## src/design/lrfp_pkg.sv

```systemverilog
`timescale 1ns / 1ps

package lrfp_pkg;

	// item opcodes
	localparam logic [1:0] OP_BYTE = 2'd0;
	localparam logic [1:0] OP_TICK = 2'd1;
	localparam logic [1:0] OP_ARM  = 2'd2;

	// configuration register indexes
	localparam logic [1:0] CFG_SYNC_FIRST  = 2'd0;
	localparam logic [1:0] CFG_SYNC_SECOND = 2'd1;
	localparam logic [1:0] CFG_TIMEOUT     = 2'd2;

	localparam logic [7:0]  SYNC_FIRST_RST  = 8'hAE;
	localparam logic [7:0]  SYNC_SECOND_RST = 8'hA7;
	localparam logic [15:0] TIMEOUT_RST     = 16'd1000;

	// result kinds
	localparam logic [2:0] KIND_DIST     = 3'd0;
	localparam logic [2:0] KIND_CONT_ON  = 3'd1;
	localparam logic [2:0] KIND_CONT_OFF = 3'd2;
	localparam logic [2:0] KIND_LASER    = 3'd3;
	localparam logic [2:0] KIND_OTHER    = 3'd4;
	localparam logic [2:0] KIND_OVERSIZE = 3'd5;
	localparam logic [2:0] KIND_TIMEOUT  = 3'd6;

	// frame constants
	localparam logic [7:0] LEN_DIST     = 8'h17;
	localparam logic [7:0] LEN_ACK      = 8'h04;
	localparam logic [7:0] CMD_DIST     = 8'h85;
	localparam logic [7:0] CMD_CONT_ON  = 8'h8E;
	localparam logic [7:0] CMD_CONT_OFF = 8'h8F;
	localparam logic [7:0] CMD_LASER    = 8'hC0;
	localparam logic [7:0] HDR_BYTES    = 8'd4;

	localparam logic [4:0] POS_SYNC2 = 5'd1;
	localparam logic [4:0] POS_LEN   = 5'd2;
	localparam logic [4:0] POS_BODY  = 5'd3;
	localparam logic [4:0] POS_CMD   = 5'd4;
	localparam logic [4:0] POS_DHI   = 5'd7;
	localparam logic [4:0] POS_DLO   = 5'd8;

	localparam logic [15:0] DIST_SCALE = 16'd10;

	typedef enum logic [1:0] {
		PH_SYNC1,
		PH_SYNC2,
		PH_LEN,
		PH_BODY
	} phase_t;

	// request from the parser to the result stage
	typedef struct packed {
		logic [2:0] kind;
		logic [7:0] dist_hi;
		logic [7:0] dist_lo;
	} req_t;

	typedef struct packed {
		logic [2:0]  kind;
		logic [15:0] dist_cm;
	} res_t;

endpackage

```

## src/design/lidar_response_frame_parser_core.sv

```systemverilog
// Path: with the output side idle, the request is written to the request queue at the edge
// that accepts the byte or tick that causes it; its result then passes the output queue to the ports.
// Throughput: one item per cycle while full is low; the parser state updates on each accepted
// item, and the request queue plus a 2-entry output queue absorb result-side stalls.
// Reset (arst_n low, asynchronous): parser state, timer and queues clear, the
// configuration registers return to their defaults.
`timescale 1ns / 1ps

module lidar_response_frame_parser_core #(
	parameter int MAX_FRAME_BYTES = 27,
	parameter int QUEUE_DEPTH     = 4
) (
	input  logic        clk,
	input  logic        arst_n,
	input  logic        push,
	output logic        full,
	input  logic [1:0]  opcode,
	input  logic [7:0]  rx_byte,
	output logic        empty,
	input  logic        pop,
	output logic [2:0]  frame_kind,
	output logic [15:0] distance_cm,
	input  logic        wr_en,
	input  logic [1:0]  wr_index,
	input  logic [15:0] wr_data
);
	import lrfp_pkg::*;

	logic accept, req_valid, mid_empty, mid_pop;
	req_t req_in, req_out;

	assign accept = push && !full;

	lrfp_front #(
		.MAX_FRAME_BYTES(MAX_FRAME_BYTES)
	) u_front (
		.clk      (clk),
		.arst_n   (arst_n),
		.accept   (accept),
		.opcode   (opcode),
		.rx_byte  (rx_byte),
		.wr_en    (wr_en),
		.wr_index (wr_index),
		.wr_data  (wr_data),
		.req_valid(req_valid),
		.req      (req_in)
	);

	lrfp_fifo #(
		.WIDTH($bits(req_t)),
		.DEPTH(QUEUE_DEPTH)
	) u_mid_q (
		.clk   (clk),
		.arst_n(arst_n),
		.push  (req_valid),
		.wdata (req_in),
		.full  (full),
		.pop   (mid_pop),
		.rdata (req_out),
		.empty (mid_empty)
	);

	lrfp_back u_back (
		.clk        (clk),
		.arst_n     (arst_n),
		.req_empty  (mid_empty),
		.req        (req_out),
		.req_pop    (mid_pop),
		.empty      (empty),
		.pop        (pop),
		.frame_kind (frame_kind),
		.distance_cm(distance_cm)
	);

`ifndef ASSERT_OFF
	a_kind_range: assert property (@(posedge clk) disable iff (!arst_n)
		!empty |-> (frame_kind <= KIND_TIMEOUT))
		else $error("result kind out of range");

	a_dist_zero: assert property (@(posedge clk) disable iff (!arst_n)
		(!empty && frame_kind != KIND_DIST) |-> (distance_cm == 16'd0))
		else $error("nonzero distance on non-distance result");

	a_no_bypass: assert property (@(posedge clk) disable iff (!arst_n)
		(empty && mid_empty) |=> empty)
		else $error("result appeared without passing the request queue");
`endif

endmodule

```

## src/design/lrfp_fifo.sv

```systemverilog
`timescale 1ns / 1ps

module lrfp_fifo #(
	parameter int WIDTH = 19,
	parameter int DEPTH = 4
) (
	input  logic             clk,
	input  logic             arst_n,
	input  logic             push,
	input  logic [WIDTH-1:0] wdata,
	output logic             full,
	input  logic             pop,
	output logic [WIDTH-1:0] rdata,
	output logic             empty
);
	localparam int PTR_W = (DEPTH > 1) ? $clog2(DEPTH) : 1;
	localparam int CNT_W = $clog2(DEPTH + 1);

	logic [WIDTH-1:0] mem_q [DEPTH];
	logic [PTR_W-1:0] wr_ptr_q, rd_ptr_q;
	logic [CNT_W-1:0] count_q;
	logic             do_push, do_pop;

	assign full    = (count_q == CNT_W'(DEPTH));
	assign empty   = (count_q == '0);
	assign do_push = push && !full;
	assign do_pop  = pop && !empty;
	assign rdata   = mem_q[rd_ptr_q];

	always_ff @(posedge clk) begin
		if (do_push) begin
			mem_q[wr_ptr_q] <= wdata;
		end
	end

	always_ff @(posedge clk or negedge arst_n) begin
		if (!arst_n) begin
			wr_ptr_q <= '0;
			rd_ptr_q <= '0;
			count_q  <= '0;
		end else begin
			if (do_push) begin
				wr_ptr_q <= (wr_ptr_q == PTR_W'(DEPTH - 1)) ? '0 : wr_ptr_q + 1'b1;
			end
			if (do_pop) begin
				rd_ptr_q <= (rd_ptr_q == PTR_W'(DEPTH - 1)) ? '0 : rd_ptr_q + 1'b1;
			end
			if (do_push && !do_pop) begin
				count_q <= count_q + 1'b1;
			end else if (do_pop && !do_push) begin
				count_q <= count_q - 1'b1;
			end
		end
	end

endmodule

```

## src/design/lrfp_front.sv

```systemverilog
`timescale 1ns / 1ps

module lrfp_front #(
	parameter int MAX_FRAME_BYTES = 27
) (
	input  logic          clk,
	input  logic          arst_n,
	input  logic          accept,
	input  logic [1:0]    opcode,
	input  logic [7:0]    rx_byte,
	input  logic          wr_en,
	input  logic [1:0]    wr_index,
	input  logic [15:0]   wr_data,
	output logic          req_valid,
	output lrfp_pkg::req_t req
);
	import lrfp_pkg::*;

	localparam logic [7:0] MAX_LEN = 8'(MAX_FRAME_BYTES - 4);

	logic [7:0]  sync_first_q, sync_second_q;
	logic [15:0] timeout_q;

	phase_t      phase_q, phase_d;
	logic [4:0]  pos_q, pos_d, total_q, total_d;
	logic [7:0]  len_q, len_d, cmd_q, cmd_d, dhi_q, dhi_d, dlo_q, dlo_d;
	logic [15:0] ticks_q, ticks_d;
	logic        armed_q, armed_d;
	logic [4:0]  pos_inc;
	logic [7:0]  total_sum;
	logic        is_byte, oversize, frame_done;

	assign is_byte   = accept && (opcode == OP_BYTE);
	assign oversize  = (rx_byte > MAX_LEN);
	assign pos_inc   = pos_q + 5'd1;
	assign total_sum = rx_byte + HDR_BYTES;
	assign frame_done = (pos_inc >= total_q);

	// next phase
	always_comb begin
		phase_d = phase_q;
		if (accept && opcode == OP_ARM) begin
			phase_d = PH_SYNC1;
		end else if (is_byte) begin
			unique case (phase_q)
				PH_SYNC1: if (rx_byte == sync_first_q) phase_d = PH_SYNC2;
				PH_SYNC2: phase_d = (rx_byte == sync_second_q) ? PH_LEN : PH_SYNC1;
				PH_LEN:   phase_d = oversize ? PH_SYNC1 : PH_BODY;
				PH_BODY:  if (frame_done) phase_d = PH_SYNC1;
				default:  phase_d = PH_SYNC1;
			endcase
		end
	end

	// datapath and result request
	always_comb begin
		pos_d     = pos_q;
		total_d   = total_q;
		len_d     = len_q;
		cmd_d     = cmd_q;
		dhi_d     = dhi_q;
		dlo_d     = dlo_q;
		ticks_d   = ticks_q;
		armed_d   = armed_q;
		req_valid = 1'b0;
		req.kind  = KIND_OTHER;
		req.dist_hi = '0;
		req.dist_lo = '0;
		if (accept && opcode == OP_ARM) begin
			armed_d = 1'b1;
			ticks_d = '0;
			pos_d   = '0;
		end else if (accept && opcode == OP_TICK) begin
			if (armed_q) begin
				if (ticks_q >= timeout_q) begin
					armed_d   = 1'b0;
					req_valid = 1'b1;
					req.kind  = KIND_TIMEOUT;
				end else begin
					ticks_d = ticks_q + 16'd1;
				end
			end
		end else if (is_byte) begin
			unique case (phase_q)
				PH_SYNC1: begin
					if (rx_byte == sync_first_q) begin
						cmd_d = '0;
						dhi_d = '0;
						dlo_d = '0;
						pos_d = POS_SYNC2;
					end
				end
				PH_SYNC2: pos_d = (rx_byte == sync_second_q) ? POS_LEN : '0;
				PH_LEN: begin
					len_d = rx_byte;
					if (oversize) begin
						pos_d     = '0;
						armed_d   = 1'b0;
						req_valid = 1'b1;
						req.kind  = KIND_OVERSIZE;
					end else begin
						total_d = total_sum[4:0];
						pos_d   = POS_BODY;
					end
				end
				PH_BODY: begin
					if (pos_q == POS_CMD) cmd_d = rx_byte;
					else if (pos_q == POS_DHI) dhi_d = rx_byte;
					else if (pos_q == POS_DLO) dlo_d = rx_byte;
					pos_d = pos_inc;
					if (frame_done) begin
						pos_d     = '0;
						armed_d   = 1'b0;
						req_valid = 1'b1;
						priority if (len_q == LEN_DIST && cmd_d == CMD_DIST) begin
							req.kind    = KIND_DIST;
							req.dist_hi = dhi_d;
							req.dist_lo = dlo_d;
						end else if (len_q == LEN_ACK && cmd_d == CMD_CONT_ON) begin
							req.kind = KIND_CONT_ON;
						end else if (len_q == LEN_ACK && cmd_d == CMD_CONT_OFF) begin
							req.kind = KIND_CONT_OFF;
						end else if (len_q == LEN_ACK && cmd_d == CMD_LASER) begin
							req.kind = KIND_LASER;
						end else begin
							req.kind = KIND_OTHER;
						end
					end
				end
				default: pos_d = '0;
			endcase
		end
	end

	always_ff @(posedge clk or negedge arst_n) begin
		if (!arst_n) begin
			sync_first_q  <= SYNC_FIRST_RST;
			sync_second_q <= SYNC_SECOND_RST;
			timeout_q     <= TIMEOUT_RST;
		end else if (wr_en) begin
			unique case (wr_index)
				CFG_SYNC_FIRST:  sync_first_q  <= wr_data[7:0];
				CFG_SYNC_SECOND: sync_second_q <= wr_data[7:0];
				CFG_TIMEOUT:     timeout_q     <= wr_data;
				default: ;
			endcase
		end
	end

	always_ff @(posedge clk or negedge arst_n) begin
		if (!arst_n) begin
			phase_q <= PH_SYNC1;
			pos_q   <= '0;
			total_q <= '0;
			len_q   <= '0;
			cmd_q   <= '0;
			dhi_q   <= '0;
			dlo_q   <= '0;
			ticks_q <= '0;
			armed_q <= 1'b0;
		end else begin
			phase_q <= phase_d;
			pos_q   <= pos_d;
			total_q <= total_d;
			len_q   <= len_d;
			cmd_q   <= cmd_d;
			dhi_q   <= dhi_d;
			dlo_q   <= dlo_d;
			ticks_q <= ticks_d;
			armed_q <= armed_d;
		end
	end

endmodule

```

## src/design/lrfp_back.sv

```systemverilog
`timescale 1ns / 1ps

module lrfp_back (
	input  logic           clk,
	input  logic           arst_n,
	input  logic           req_empty,
	input  lrfp_pkg::req_t req,
	output logic           req_pop,
	output logic           empty,
	input  logic           pop,
	output logic [2:0]     frame_kind,
	output logic [15:0]    distance_cm
);
	import lrfp_pkg::*;

	localparam int OUT_DEPTH = 2;

	res_t res, out_res;
	logic out_full;

	assign req_pop  = !req_empty && !out_full;
	assign res.kind = req.kind;
	// non-distance requests carry zero bytes, so the product is zero too
	assign res.dist_cm = {req.dist_hi, req.dist_lo} * DIST_SCALE;

	lrfp_fifo #(
		.WIDTH($bits(res_t)),
		.DEPTH(OUT_DEPTH)
	) u_out_q (
		.clk   (clk),
		.arst_n(arst_n),
		.push  (req_pop),
		.wdata (res),
		.full  (out_full),
		.pop   (pop),
		.rdata (out_res),
		.empty (empty)
	);

	assign frame_kind  = out_res.kind;
	assign distance_cm = out_res.dist_cm;

endmodule

```

## config.mk

```make
export PLATFORM = sky130hd
export DESIGN_NAME = lidar_response_frame_parser_core
export DESIGN_NICKNAME = d
export VERILOG_FILES = /design/src/design/lrfp_pkg.sv /design/src/design/lidar_response_frame_parser_core.sv /design/src/design/lrfp_fifo.sv /design/src/design/lrfp_front.sv /design/src/design/lrfp_back.sv
export SDC_FILE = /design/constraint.sdc
export NUM_CORES = 1
export LEC_CHECK = 0
export BUFFER_PORTS_ARGS = -buffer_cell sky130_fd_sc_hd__buf_2
export CAP_MARGIN = 0
export CELL_PAD_IN_SITES_DETAIL_PLACEMENT = 1
export CELL_PAD_IN_SITES_GLOBAL_PLACEMENT = 1
export CORE_AREA = 2 2 207 209
export CTS_CLUSTER_DIAMETER = 200
export CTS_CLUSTER_SIZE = 30
export DETAILED_ROUTE_END_ITERATION = 8
export DIE_AREA = 0 0 209 211
export MAX_ROUTING_LAYER = met4
export PLACE_DENSITY = 0.56
export SYNTH_ARGS = -nofsm -noshare
export SYNTH_HDL_FRONTEND = slang
export SYNTH_SLANG_ARGS = --single-unit
```

## constraint.sdc

```tcl
create_clock -name clk -period 3.7 [get_ports clk]
set_clock_uncertainty 0.2 [all_clocks]
set_input_delay 0.74 -clock clk [delete_from_list [all_inputs] [get_ports clk]]
set_output_delay 0.74 -clock clk [all_outputs]
set_load 0.02 [all_outputs]
```

=== After elaboration in Yosys (flattened, before gate mapping) ===
Memory sizes are Yosys's and may differ from the RTL's.
Cells that the tools add are included.

* Register bits after elaboration: 104
* Memory bits (writable): 112
* Output and inout bits: 21
* Memories kept: 2

* Muxes and demuxes: 76
* Magnitude comparators: 3
* Bitwise gates (word level): 3
* Add/sub/neg operators: 11
* Reduce and logical (&&, ||, !) cells: 48
* Multiply operators: 1
* Equal/unequal tests: 29

{| class="wikitable"
|+ Memory list
! memory !! depth !! bits a word !! read ports !! clocked after Yosys merged registers in !! wr ports !! line !! text
|-
| u_mid_q.mem_q || 4 || 19 || 1 || 0 || 1 || lrfp_fifo.sv:19 || <nowiki>logic [WIDTH-1:0] mem_q [DEPTH];</nowiki>
|-
| u_back.u_out_q.mem_q || 2 || 18 || 1 || 0 || 1 || lrfp_fifo.sv:19 ||
|}

{| class="wikitable"
|+ Operators by type and width
! kind !! number
|-
| two-way mux 16 bit || 7
|-
| two-way mux 8 bit || 11
|-
| two-way mux 19 bit || 3
|-
| one-hot mux 8 bit (2 select lines) || 3
|-
| equality test 8 bit, second input constant || 4
|-
| two-way mux 2 bit || 13
|-
| two-way mux 5 bit || 5
|-
| two-way mux 3 bit || 8
|-
| two-way mux 1 bit || 21
|-
| one-hot mux 5 bit (4 select lines) || 1
|-
| logical AND 1 bit || 17
|-
| adder 16 x 1 -> 16 bit, second input constant || 1
|-
| equality test 8 bit || 2
|-
| >= comparator 16 bit || 1
|-
| multiplier 16 x 3 -> 15 bit, second input constant || 1
|-
| equality test 2 bit, second input constant || 7
|-
| nonzero test 2 bit || 6
|-
| equality test 5 x 3 -> 1 bit, second input constant || 2
|-
| AND reduction 5 bit || 2
|-
| AND reduction 3 bit || 3
|-
| equality test 8 x 3 -> 1 bit, second input constant || 1
|-
| equality test 8 x 5 -> 1 bit, second input constant || 1
|-
| > comparator 8 x 5 -> 1 bit, second input constant || 1
|-
| zero test 1 bit || 8
|-
| 24 further kinds || 42
|}

=== Depth between registers and ports, before layout ===
Gate-level depths: netlist of run 1.

* Depth in word-level cells: 18
* Mapped depth: 14

=== Modules after synthesis ===
Synthesis of run 1 repeated with hierarchy kept, for this count alone.

* Cell total of the unflattened synthesis: 809
* Area total of the unflattened synthesis: 10,645.2 um^2

{| class="wikitable"
|+ By module, submodules not included
! module !! area each (um^2) !! seq. area each (um^2) !! cells each !! instances
|-
| lrfp_front || 5,243.8 || 2,347.3 || 518 || 1
|-
| lrfp_fifo at u_mid_q || 3,178.0 || 2,457.4 || 136 || 1
|-
| lrfp_fifo at u_back.u_out_q || 1,566.5 || 1,241.2 || 78 || 1
|-
| lrfp_back || 643.1 || 0.0 || 76 || 1
|-
| lidar_response_frame_parser_core || 13.8 || 0.0 || 1 || 1
|}

=== Least setup slack after synthesis of run 1 ===
OpenSTA, ideal clock, no wires.

* Kind: reg2reg
* From: register u_mid_q.rd_ptr_q[0]
* To: memory u_back.u_out_q.mem_q[0][13] (netlist bit) (data pin)
* Required time: 3,239 ps
* Cell stages (with the launch flop): 13
* Arrival time: 3,452 ps
* Path slack: -213 ps
* Clock period less this slack: 3,913 ps
* Path through: dfrtp_1 > buf_2 > buf_2 > mux4_2 > ha_1 > ha_1 > fa_1 > a21o_1 > nand2_1 > a21oi_1 > o221a_2 > o41a_1 > xor2_1

{| class="wikitable"
|+ RTL lines
! what !! line !! text
|-
| from (decl) || lrfp_fifo.sv:20 || <nowiki>logic [PTR_W-1:0] wr_ptr_q, rd_ptr_q;</nowiki>
|-
| from (signal assigned) || lrfp_fifo.sv:46 || <nowiki>rd_ptr_q <= (rd_ptr_q == PTR_W'(DEPTH - 1)) ? '0 : rd_ptr_q + 1'b1;</nowiki>
|-
| to (decl) || lrfp_fifo.sv:19 ||
|}

==> results of run 1 <==
==> worst max-delay path, delay by kind of cell (launching register included) <==
family | cells | cell delay (ns)
buffers and inverters | 1 | 0.15
flip-flops | 1 | 0.45
adder cells (fa/ha/maj) | 3 | 0.84
XOR/XNOR | 1 | 0.16
multiplexers | 1 | 0.52
AND/OR/NAND/NOR | 1 | 0.07
AO/OA/AOI/OAI | 4 | 0.86
==> routing by layer <==
metal | routed length, microns | vias to the layer above | part of all wire
met5 | 0 | - | 0
met4 | 299 | 0 | 0.013
met3 | 510 | 17 | 0.022
met2 | 10900 | 54 | 0.48
met1 | 11200 | 3222 | 0.49
li1 | - | 3037 | -
==> where the power goes <==
part           switching, mW  internal, mW  total [mW]
Clock                  0.791         0.578        1.37
Sequential             0.244          3.13        3.37
Combinational           1.47          1.18        2.65
Total                   2.51          4.89        7.40
==> flip-flops by register name, indices dropped and copies added (netlist names) <==
name,count
u_front.pos_q,5
u_back.u_out_q.wr_ptr_q,1
u_front.timeout_q,16
u_back.u_out_q.count_q,2
u_front.dlo_q,8
u_front.sync_second_q,8
u_mid_q.rd_ptr_q,2
u_mid_q.count_q,3
u_front.ticks_q,16
u_front.phase_q,2
u_front.armed_q,1
u_mid_q.wr_ptr_q,2
u_back.u_out_q.mem_q,36
u_front.sync_first_q,8
u_front.total_q,5
u_back.u_out_q.rd_ptr_q,1
u_front.len_q,8
u_mid_q.mem_q,72
u_front.dhi_q,7
u_front.cmd_q,8
==> per-stage QoR <==
stage | hold WS, ns | worst slack [ns] | power, mW | instance area (sq um)
CTS | 0.105 | 0.114 | 7.54 | 11700
global route | 0.122 | 0.0127 | 7.94 | 11700
global placement | 0.276 | 0.176 | 6.06 | 11400
floorplan | 0.244 | 0.0111 | 5.36 | 10400
finish | 0.0739 | 0.203 | 7.40 | 11700
detailed placement | 0.272 | 0.115 | 6.14 | 11400
==> area by class of cell <==
cell class | count | share of cell area
repair buffers | 79 | 0.0411
diodes | 1 | 0.000214
flip-flops and latches | 211 | 0.499
clock buffers | 16 | 0.0251
clock inverters | 1 | 0.00256
inverters | 40 | 0.0128
well taps | 539 | 0.0575
multi-input cells | 507 | 0.362
==> Yosys cell counts, types with 5 or more instances <==
library cell	instances
a21o_1	6
o21ai_0	19
clkbuf_1	20
nand2b_1	7
and3_1	5
mux2i_1	12
o31ai_1	11
inv_1	40
nor2b_1	7
mux4_2	18
dfstp_2	16
nor2_1	40
xnor2_1	22
nand4_1	5
or4_1	10
a22o_1	21
mux2_2	62
ha_1	56
xor2_1	19
a31oi_1	6
nand3_1	14
a21oi_1	33
dfrtp_1	87
and2_1	9
edfxtp_1	108
or3_1	6
nor3_1	12
nand2_1	47
buf_2	8
==> path summary, 6_finish.rpt <==
| path | from | end | slack (ns) | depth (start not counted) |
|---|---|---|---|---|
| hold reg to reg | u_mid_q.count_q[2] | u_mid_q.count_q[2] | 0.30 | 1 |
| setup / recovery | u_mid_q.rd_ptr_q[0] | u_back.u_out_q.mem_q[1][13] | 0.20 | 11 |
| max in group asynchronous | arst_n | u_mid_q.rd_ptr_q[0] | 2.45 | 2 |
| setup reg to reg | u_mid_q.rd_ptr_q[0] | u_back.u_out_q.mem_q[1][13] | 0.20 | 11 |
| min in group clk | wr_data[15] | u_front.timeout_q[15] | 0.27 | 2 |
| hold / removal | arst_n | u_front.sync_first_q[0] | 0.07 | 1 |
==> kinds of logic after synthesis <==
group | Yosys count | share of synthesized area
simple gates | 183 | 0.0934
other cells | 1 | 0.000361
fa+ha+maj | 58 | 0.0714
flops | 211 | 0.563
mux | 94 | 0.120
xor+xnor | 41 | 0.0346
compound gates | 130 | 0.0884
buf+inv | 73 | 0.0292
==> what timing repair did <==
action | CTS | global route
resized for setup | 0 | 3
hold endpoints to repair | 0 | 0
setup endpoints to repair | 0 | 6
==> flow_summary.json, run 1 <==
{
  "drv_slew": 0,
  "syn_area_per_cell_sq_um": 13.1,
  "clkTransAtPathRegs_ns": 0.12,
  "status": "completed",
  "cp_data_arrival_time_ns": 3.53,
  "wl_mm": 22.9,
  "max_slew_margin": 0.400,
  "finalNonFillerCells": 1394,
  "cts_max_level": 1,
  "setup_viol": 0,
  "hold_buffers": 0,
  "cp-end-kind": "register",
  "fin_util": 0.281,
  "synth_top_cell_by_area": "edfxtp_1",
  "grt_setup_unrepaired": "no",
  "path_common_cell": "ha_1",
  "grtUsageMet1": 0.148,
  "cts.path.max_buffers": 3,
  "die_h_microns": 211,
  "ys_seq_area_frac": 0.563,
  "dp.cells": 1376,
  "clockRootBuffer": "clkbuf_16",
  "ys_types": 68,
  "ys_ff_latch": 211,
  "synth_edf_count": 108,
  "synth_area_leaders": "edfxtp_1 (31%), dfrtp_1 (21%), ha_1 (6.8%)",
  "rows": 75,
  "final_layout_size_suffix_gt1_frac": 0.237,
  "setup_tns_ns": 0,
  "final_cell_mix": "edfxtp_1 (108), dfrtp_1 (85), mux2_2 (62), ha_1 (56), buf_2 (51)",
  "crit_slowest_cell": "mux4_2",
  "grt_pass1_vias": 6846,
  "hpwlAfterDp_mm": 16.4,
  "die_width_microns": 209,
  "crit_chain": "buf_4 -> mux4_2 -> ha_1 -> ha_1 -> fa_1 -> a21o_1 -> nand2_1 -> a21oi_1 -> o221a_2 -> o41a_1 -> xor2_1",
  "syn_to_final_growth_pct": 12.9,
  "worstSetupPathType": "register to register",
  "powerDensity_mw_per_mm2": 631,
  "io_pins": 54,
  "drtPass1Iterations": 4,
  "start_kind": "register",
  "syn-cell-area_sq_mm": 0.0104,
  "start_util": 0.249,
  "power_leakage_nw": 4.64,
  "vias": 6330,
  "grtUsageMet3": 0.0129,
  "mostFrequentLayoutCell": "edfxtp_1",
  "synthFlopType": "edfxtp_1",
  "fill_cells": 4543,
  "first_iter_violations": 255,
  "yosys.area.top_type_share": 0.312,
  "ir_drop_v": 0.000317,
  "fin_crit_sh": 0.945,
  "regArea_sq_mm": 0.00584,
  "hold_class": "primary input to asynchronous set/reset pin",
  "drc": 0,
  "ant_nets": 0,
  "cap_violations": 0,
  "fmax_mhz": 286,
  "multi_input_area_sq_mm": 0.00424,
  "syn-num-nets": 882,
  "clkLatencyLatePin_ns": 0.49,
  "crit_required_ns": 3.73,
  "synthArstFlopShare": 0.488,
  "use_met2": 0.181,
  "min_period_ns": 3.50,
  "cts_tree": "built",
  "gp_congestion": 0.759,
  "post_cts_buffers": 0,
  "design.core.area_sq_mm": 0.0418,
  "overflow": 0,
  "grt_max_degree": 56,
  "yosysWarnings": 0,
  "cts_sinks": 211,
  "finalHoldViolCount": 0,
  "avgRoutedWirePerCell_microns": 16.4,
  "dieArea_sq_mm": 0.0441,
  "routed_via_density": 4.54,
  "grt_usage": 0.110,
  "cts_buffers": 11,
  "syn_inst": 791,
  "crit_path_max_fanout": 5,
  "max_slew.worst_pin.slew_ns": 0.897,
  "nets": 941,
  "grt_most_used_layer": "met2",
  "grt_first_pass_wirelength_mm": 37.9,
  "max_stage_delay_ns": 0.52,
  "antenna_found_initial": 1,
  "io_buffers": 52
}
(Power assumes the default switching activity.)
==> run 2, diff against run 1 <==
--- a/config.mk
+++ b/config.mk
@@ -9,13 +9,13 @@
 export CAP_MARGIN = 0
 export CELL_PAD_IN_SITES_DETAIL_PLACEMENT = 1
 export CELL_PAD_IN_SITES_GLOBAL_PLACEMENT = 1
-export CORE_AREA = 2 2 207 209
+export CORE_AREA = 2 2 190 192
 export CTS_CLUSTER_DIAMETER = 200
 export CTS_CLUSTER_SIZE = 30
 export DETAILED_ROUTE_END_ITERATION = 8
-export DIE_AREA = 0 0 209 211
+export DIE_AREA = 0 0 192 194
 export MAX_ROUTING_LAYER = met4
-export PLACE_DENSITY = 0.56
+export PLACE_DENSITY = 0.63
 export SYNTH_ARGS = -nofsm -noshare
 export SYNTH_HDL_FRONTEND = slang
 export SYNTH_SLANG_ARGS = --single-unit
==> run 2 against run 1 <==
Effect of this change:
- first-iteration DRC count rose by 6.3%
- clock-buffer cell count did not move
- via count barely moved
- sequential share of layout area rose by 0.45 points
- critical path depth did not move
- hold slack improved by 0.0033 ns
- die area fell by 16%
- total power fell by 0.27%
- critical endpoint is now u_back.u_out_q.mem_q[0][13]
- highest routed layer unchanged
==> flow_summary.json, run 2 (same netlist as run 1, synthesis figures left out) <==
{
  "status": "completed",
  "dp_slack_ns": 0.0666,
  "max_slew.worst_pin.slew_ns": 1.07,
  "crit_slowest_cell": "mux4_2",
  "top_regs": "u_mid_q.mem_q (72), u_back.u_out_q.mem_q (36)",
  "grt_usage": 0.125,
  "setup_tns_ns": 0,
  "fin_crit_sh": 0.944,
  "dp.cells": 1295,
  "power_leakage_nw": 4.62,
  "die_width_microns": 192,
  "cap_violations": 0,
  "ant_nets": 0,
  "p_total_mw": 7.38,
  "path_depth": 11,
  "final_layout_size_suffix_gt1_frac": 0.236,
  "cts_tree": "built",
  "fmax_mhz": 286,
  "hpwlAfterDp_mm": 15.9,
  "final_cell_mix": "edfxtp_1 (108), dfrtp_1 (85), mux2_2 (62), ha_1 (56), buf_2 (51)",
  "whs_ns": 0.0772,
  "design.core.area_sq_mm": 0.0352,
  "wl_mm": 22.1,
  "cp_data_arrival_time_ns": 3.52,
  "ir_drop_v": 0.000422,
  "hold_buffers": 0,
  "finalHoldViolCount": 0,
  "grt_pass1_vias": 6720,
  "reg2reg_from": "u_mid_q.rd_ptr_q[0]",
  "grt_max_degree": 55,
  "cts_buffers": 11,
  "start_util": 0.295,
  "gp_congestion": 0.768,
  "crit_required_ns": 3.73,
  "clkLatencyLatePin_ns": 0.49,
  "max_slew_margin": 0.287,
  "io_pins": 54,
  "clkTransAtPathRegs_ns": 0.12,
  "drc": 0,
  "hold_class": "primary input to asynchronous set/reset pin",
  "fill_cells": 3811,
  "vias": 6324,
  "fin_ws_ns": 0.206,
  "drtPass1Iterations": 4,
  "rows": 69,
  "start_kind": "register",
  "drv_slew": 0,
  "setup_viol": 0,
  "crit_path_max_fanout": 5,
  "cts_max_level": 1,
  "routed_via_density": 4.81,
  "antenna_found_initial": 3,
  "cts_sinks": 211,
  "max_stage_delay_ns": 0.53,
  "finalNonFillerCells": 1316,
  "path_common_cell": "ha_1",
  "crit_start": "u_mid_q.rd_ptr_q[0]",
  "largest_reg_flops": 72,
  "first_iter_violations": 271,
  "crit_chain": "buf_4 -> mux4_2 -> ha_1 -> ha_1 -> fa_2 -> a21o_1 -> nand2_1 -> a21oi_1 -> o221a_2 -> o41a_1 -> xor2_1",
  "clockRootBuffer": "clkbuf_16",
  "nets": 939,
  "cts.path.max_buffers": 3,
  "worstSetupPathType": "register to register",
  "reg2regPathDepth": 11,
  "die_h_microns": 194,
  "grt_first_pass_wirelength_mm": 36.4,
  "powerDensity_mw_per_mm2": 635,
  "overflow": 0,
  "largest-register": "u_mid_q.mem_q",
  "avgRoutedWirePerCell_microns": 16.8,
  "io_buffers": 52,
  "cp_top_family": "compound AO/OA/AOI/OAI gates",
  "grt_setup_unrepaired": "no",
  "dieArea_sq_mm": 0.0372,
  "cp-end-kind": "register",
  "cp_num_buf_inv": 1,
  "syn_to_final_growth_pct": 11.9,
  "mostFrequentLayoutCell": "edfxtp_1",
  "min_period_ns": 3.49
}
-- run 2: cell types whose count changed in the layout (fill, tap and decap cells not counted), sizes merged --
cell   change
buf        -2
diode      +2
-- run 2: path summary, 6_finish.rpt --
kind / endpoint / slack (ns)
max: u_back.u_out_q.mem_q[0][13] / 0.21
min: u_front.sync_second_q[4] / 0.08
max reg2reg: u_back.u_out_q.mem_q[0][13] / 0.21
min reg2reg: u_front.len_q[2] / 0.30
max in group asynchronous: u_front.sync_first_q[7] / 2.45
min in group clk: u_front.timeout_q[14] / 0.28
-- run 2: per-stage QoR --
step	utilization	area, sq um
after floorplan	-	10400
after CTS	0.329	11600
after global routing	0.330	11600
final	0.330	11600
after detailed placement	0.320	11300
after global placement	0.320	11300
-- run 2: what timing repair did --
item                       CTS  global route
setup endpoints to repair    0            11
buffers inserted             0             1
resized for setup            0             4
-- run 2: routing by layer --
metal	wire, microns	GRT usage
met1	10500	0.165
met2	10600	0.206
met3	623	0.0172
met4	350	0.0232
met5	0	-
-- run 2: area by class of cell --
class,instances,area [sq um],share of cell area
antenna,3,7.51,0.000646
clock buffer,16,294,0.0253
clock inverter,1,30.0,0.00259
inverter,40,150,0.0129
multi-input combinational,507,4250,0.366
sequential,211,5840,0.503
tap,461,577,0.0497
timing repair buffer,77,467,0.0402
-- run 2: power by group --
group	total [mW]	switching [mW]	internal [mW]
Combinational	2.66	1.46	1.19
Sequential	3.38	0.246	3.13
Clock	1.35	0.767	0.578
Total	7.38	2.48	4.90
==> run 3, diff against run 2 <==
--- a/config.mk
+++ b/config.mk
@@ -16,6 +16,7 @@
 export DIE_AREA = 0 0 192 194
 export MAX_ROUTING_LAYER = met4
 export PLACE_DENSITY = 0.63
+export REMOVE_ABC_BUFFERS = 1
 export SYNTH_ARGS = -nofsm -noshare
 export SYNTH_HDL_FRONTEND = slang
 export SYNTH_SLANG_ARGS = --single-unit
==> run 3 against run 2 <==
Effect of this change:
- global-route usage fell by 0.059 points
- clock-buffer cell count did not move
- clock power barely moved
- register-to-register slack got worse by 0.05 ns
- final area rose by 0.12%
- die area did not move
- worst setup slack got worse by 0.049 ns
- utilization barely moved
- critical path depth did not move
- non-clock buffer count rose by 2
- first-iteration DRC count fell by 24%
- sequential cell count did not move
- critical endpoint unchanged
==> flow_summary.json, run 3 (same netlist as run 1, synthesis figures left out) <==
{
  "min_period_ns": 3.54,
  "cts_buffers": 11,
  "die_h_microns": 194,
  "grt_pass1_vias": 6700,
  "drv_slew": 0,
  "grt_max_degree": 73,
  "die_width_microns": 192,
  "drtPass1Iterations": 4,
  "dieArea_sq_mm": 0.0372,
  "hold_class": "primary input to register",
  "first_iter_violations": 207,
  "cts_tree": "built",
  "final_layout_size_suffix_gt1_frac": 0.235,
  "largest_reg_flops": 72,
  "largest-register": "u_mid_q.mem_q",
  "crit_required_ns": 3.73,
  "clockRootBuffer": "clkbuf_16",
  "mostFrequentLayoutCell": "edfxtp_1",
  "fill_cells": 3850,
  "start_kind": "register",
  "fmax_mhz": 282,
  "finalNonFillerCells": 1317,
  "drc": 0,
  "crit_path_max_fanout": 5,
  "ir_drop_v": 0.000420,
  "hpwlAfterDp_mm": 15.8,
  "cts_sinks": 211,
  "nets": 941,
  "power_leakage_nw": 4.63,
  "cp_data_arrival_time_ns": 3.57,
  "cp-end-kind": "register",
  "gp_congestion": 0.797,
  "wl_mm": 22.0,
  "grt_setup_unrepaired": "no",
  "start_util": 0.295,
  "setup_viol": 0,
  "ant_nets": 0,
  "design.core.area_sq_mm": 0.0352,
  "vias": 6247,
  "finalHoldViolCount": 0,
  "clkLatencyLatePin_ns": 0.48,
  "reg2regPathDepth": 11,
  "worstSetupPathType": "register to register",
  "cts.path.max_buffers": 3,
  "max_slew.worst_pin.slew_ns": 0.953,
  "powerDensity_mw_per_mm2": 633,
  "status": "completed",
  "cap_violations": 0,
  "syn_to_final_growth_pct": 12.0,
  "p_total_mw": 7.36,
  "rows": 69,
  "io_buffers": 52,
  "top_regs": "u_mid_q.mem_q (72), u_back.u_out_q.mem_q (36)",
  "avgRoutedWirePerCell_microns": 16.7,
  "hold_depth": 2,
  "io_pins": 54,
  "cts_max_level": 1,
  "grt_usage": 0.124,
  "max_slew_margin": 0.364,
  "routed_via_density": 4.74,
  "final_cell_mix": "edfxtp_1 (108), dfrtp_1 (86), mux2_2 (62), ha_1 (55), buf_2 (51)",
  "fin_crit_sh": 0.958,
  "grt_first_pass_wirelength_mm": 36.3,
  "clkTransAtPathRegs_ns": 0.12,
  "overflow": 0,
  "dp.cells": 1295,
  "antenna_found_initial": 2
}
[run 3: timing repair]
item / 4_1_cts / 5_1_grt
hold buffers: 1 / 0
endpoints found under the setup margin: 0 / 7
setup buffers: 0 / 2
hold endpoints to repair: 5 / 0
gates resized for setup: 0 / 3
[run 3: per-layer routing]
layer,wire (microns),part of all wire,track usage,up-vias
li1,-,-,-,3031
met1,10500,0.48,0.163,3144
met2,10700,0.49,0.211,59
met3,519,0.024,0.0157,13
met4,255,0.012,0.0167,0
met5,0,0,-,-
[run 3: cell type report]
type	instances	area (sq um)	share of cell area
Antenna cell	2	5.00	0.000430
Clock buffer	16	294	0.0253
Clock inverter	1	30.0	0.00258
Inverter	40	150	0.0129
Multi-Input combinational cell	507	4250	0.365
Sequential cell	211	5840	0.502
Tap cell	461	577	0.0496
Timing Repair Buffer	79	484	0.0416
[run 3: worst paths after layout]
path,start,to,slack (ns)
setup / recovery,u_mid_q.rd_ptr_q[0],u_back.u_out_q.mem_q[0][13],0.16
hold / removal,wr_data[12],u_front.timeout_q[12],0.28
setup reg to reg,u_mid_q.rd_ptr_q[0],u_back.u_out_q.mem_q[0][13],0.16
hold reg to reg,u_back.u_out_q.wr_ptr_q,u_back.u_out_q.wr_ptr_q,0.30
max in group asynchronous,arst_n,u_front.sync_first_q[5],1.94
min in group asynchronous,arst_n,u_front.len_q[7],0.54
[run 3: power by group]
part	internal, mW	leakage [nW]	switching, mW
Combinational	1.19	2.13	1.47
Clock	0.578	0.153	0.763
Sequential	3.13	2.35	0.238
[run 3: through the flow]
step                setup TNS [ns]   util  setup slack [ns]  cell area [sq um]  hold slack, ns
global placement                 0  0.320             0.131              11300           0.265
global route                     0  0.330            0.0177              11600           0.276
floorplan                   -0.547      -            -0.274              10200           0.244
finish                           0  0.330             0.157              11600           0.281
CTS                              0  0.329            0.0560              11600           0.262
detailed placement               0  0.320            0.0673              11300           0.277
[run 3: critical path: stages, from the launching register on]
cell	delay, ns
dfrtp_2	0.44
buf_4	0.15
mux4_2	0.53
ha_1	0.23
ha_1	0.23
fa_1	0.42
a21o_1	0.21
nand2_1	0.07
a21oi_1	0.08
o221a_2	0.26
o41a_1	0.33
xor2_1	0.16
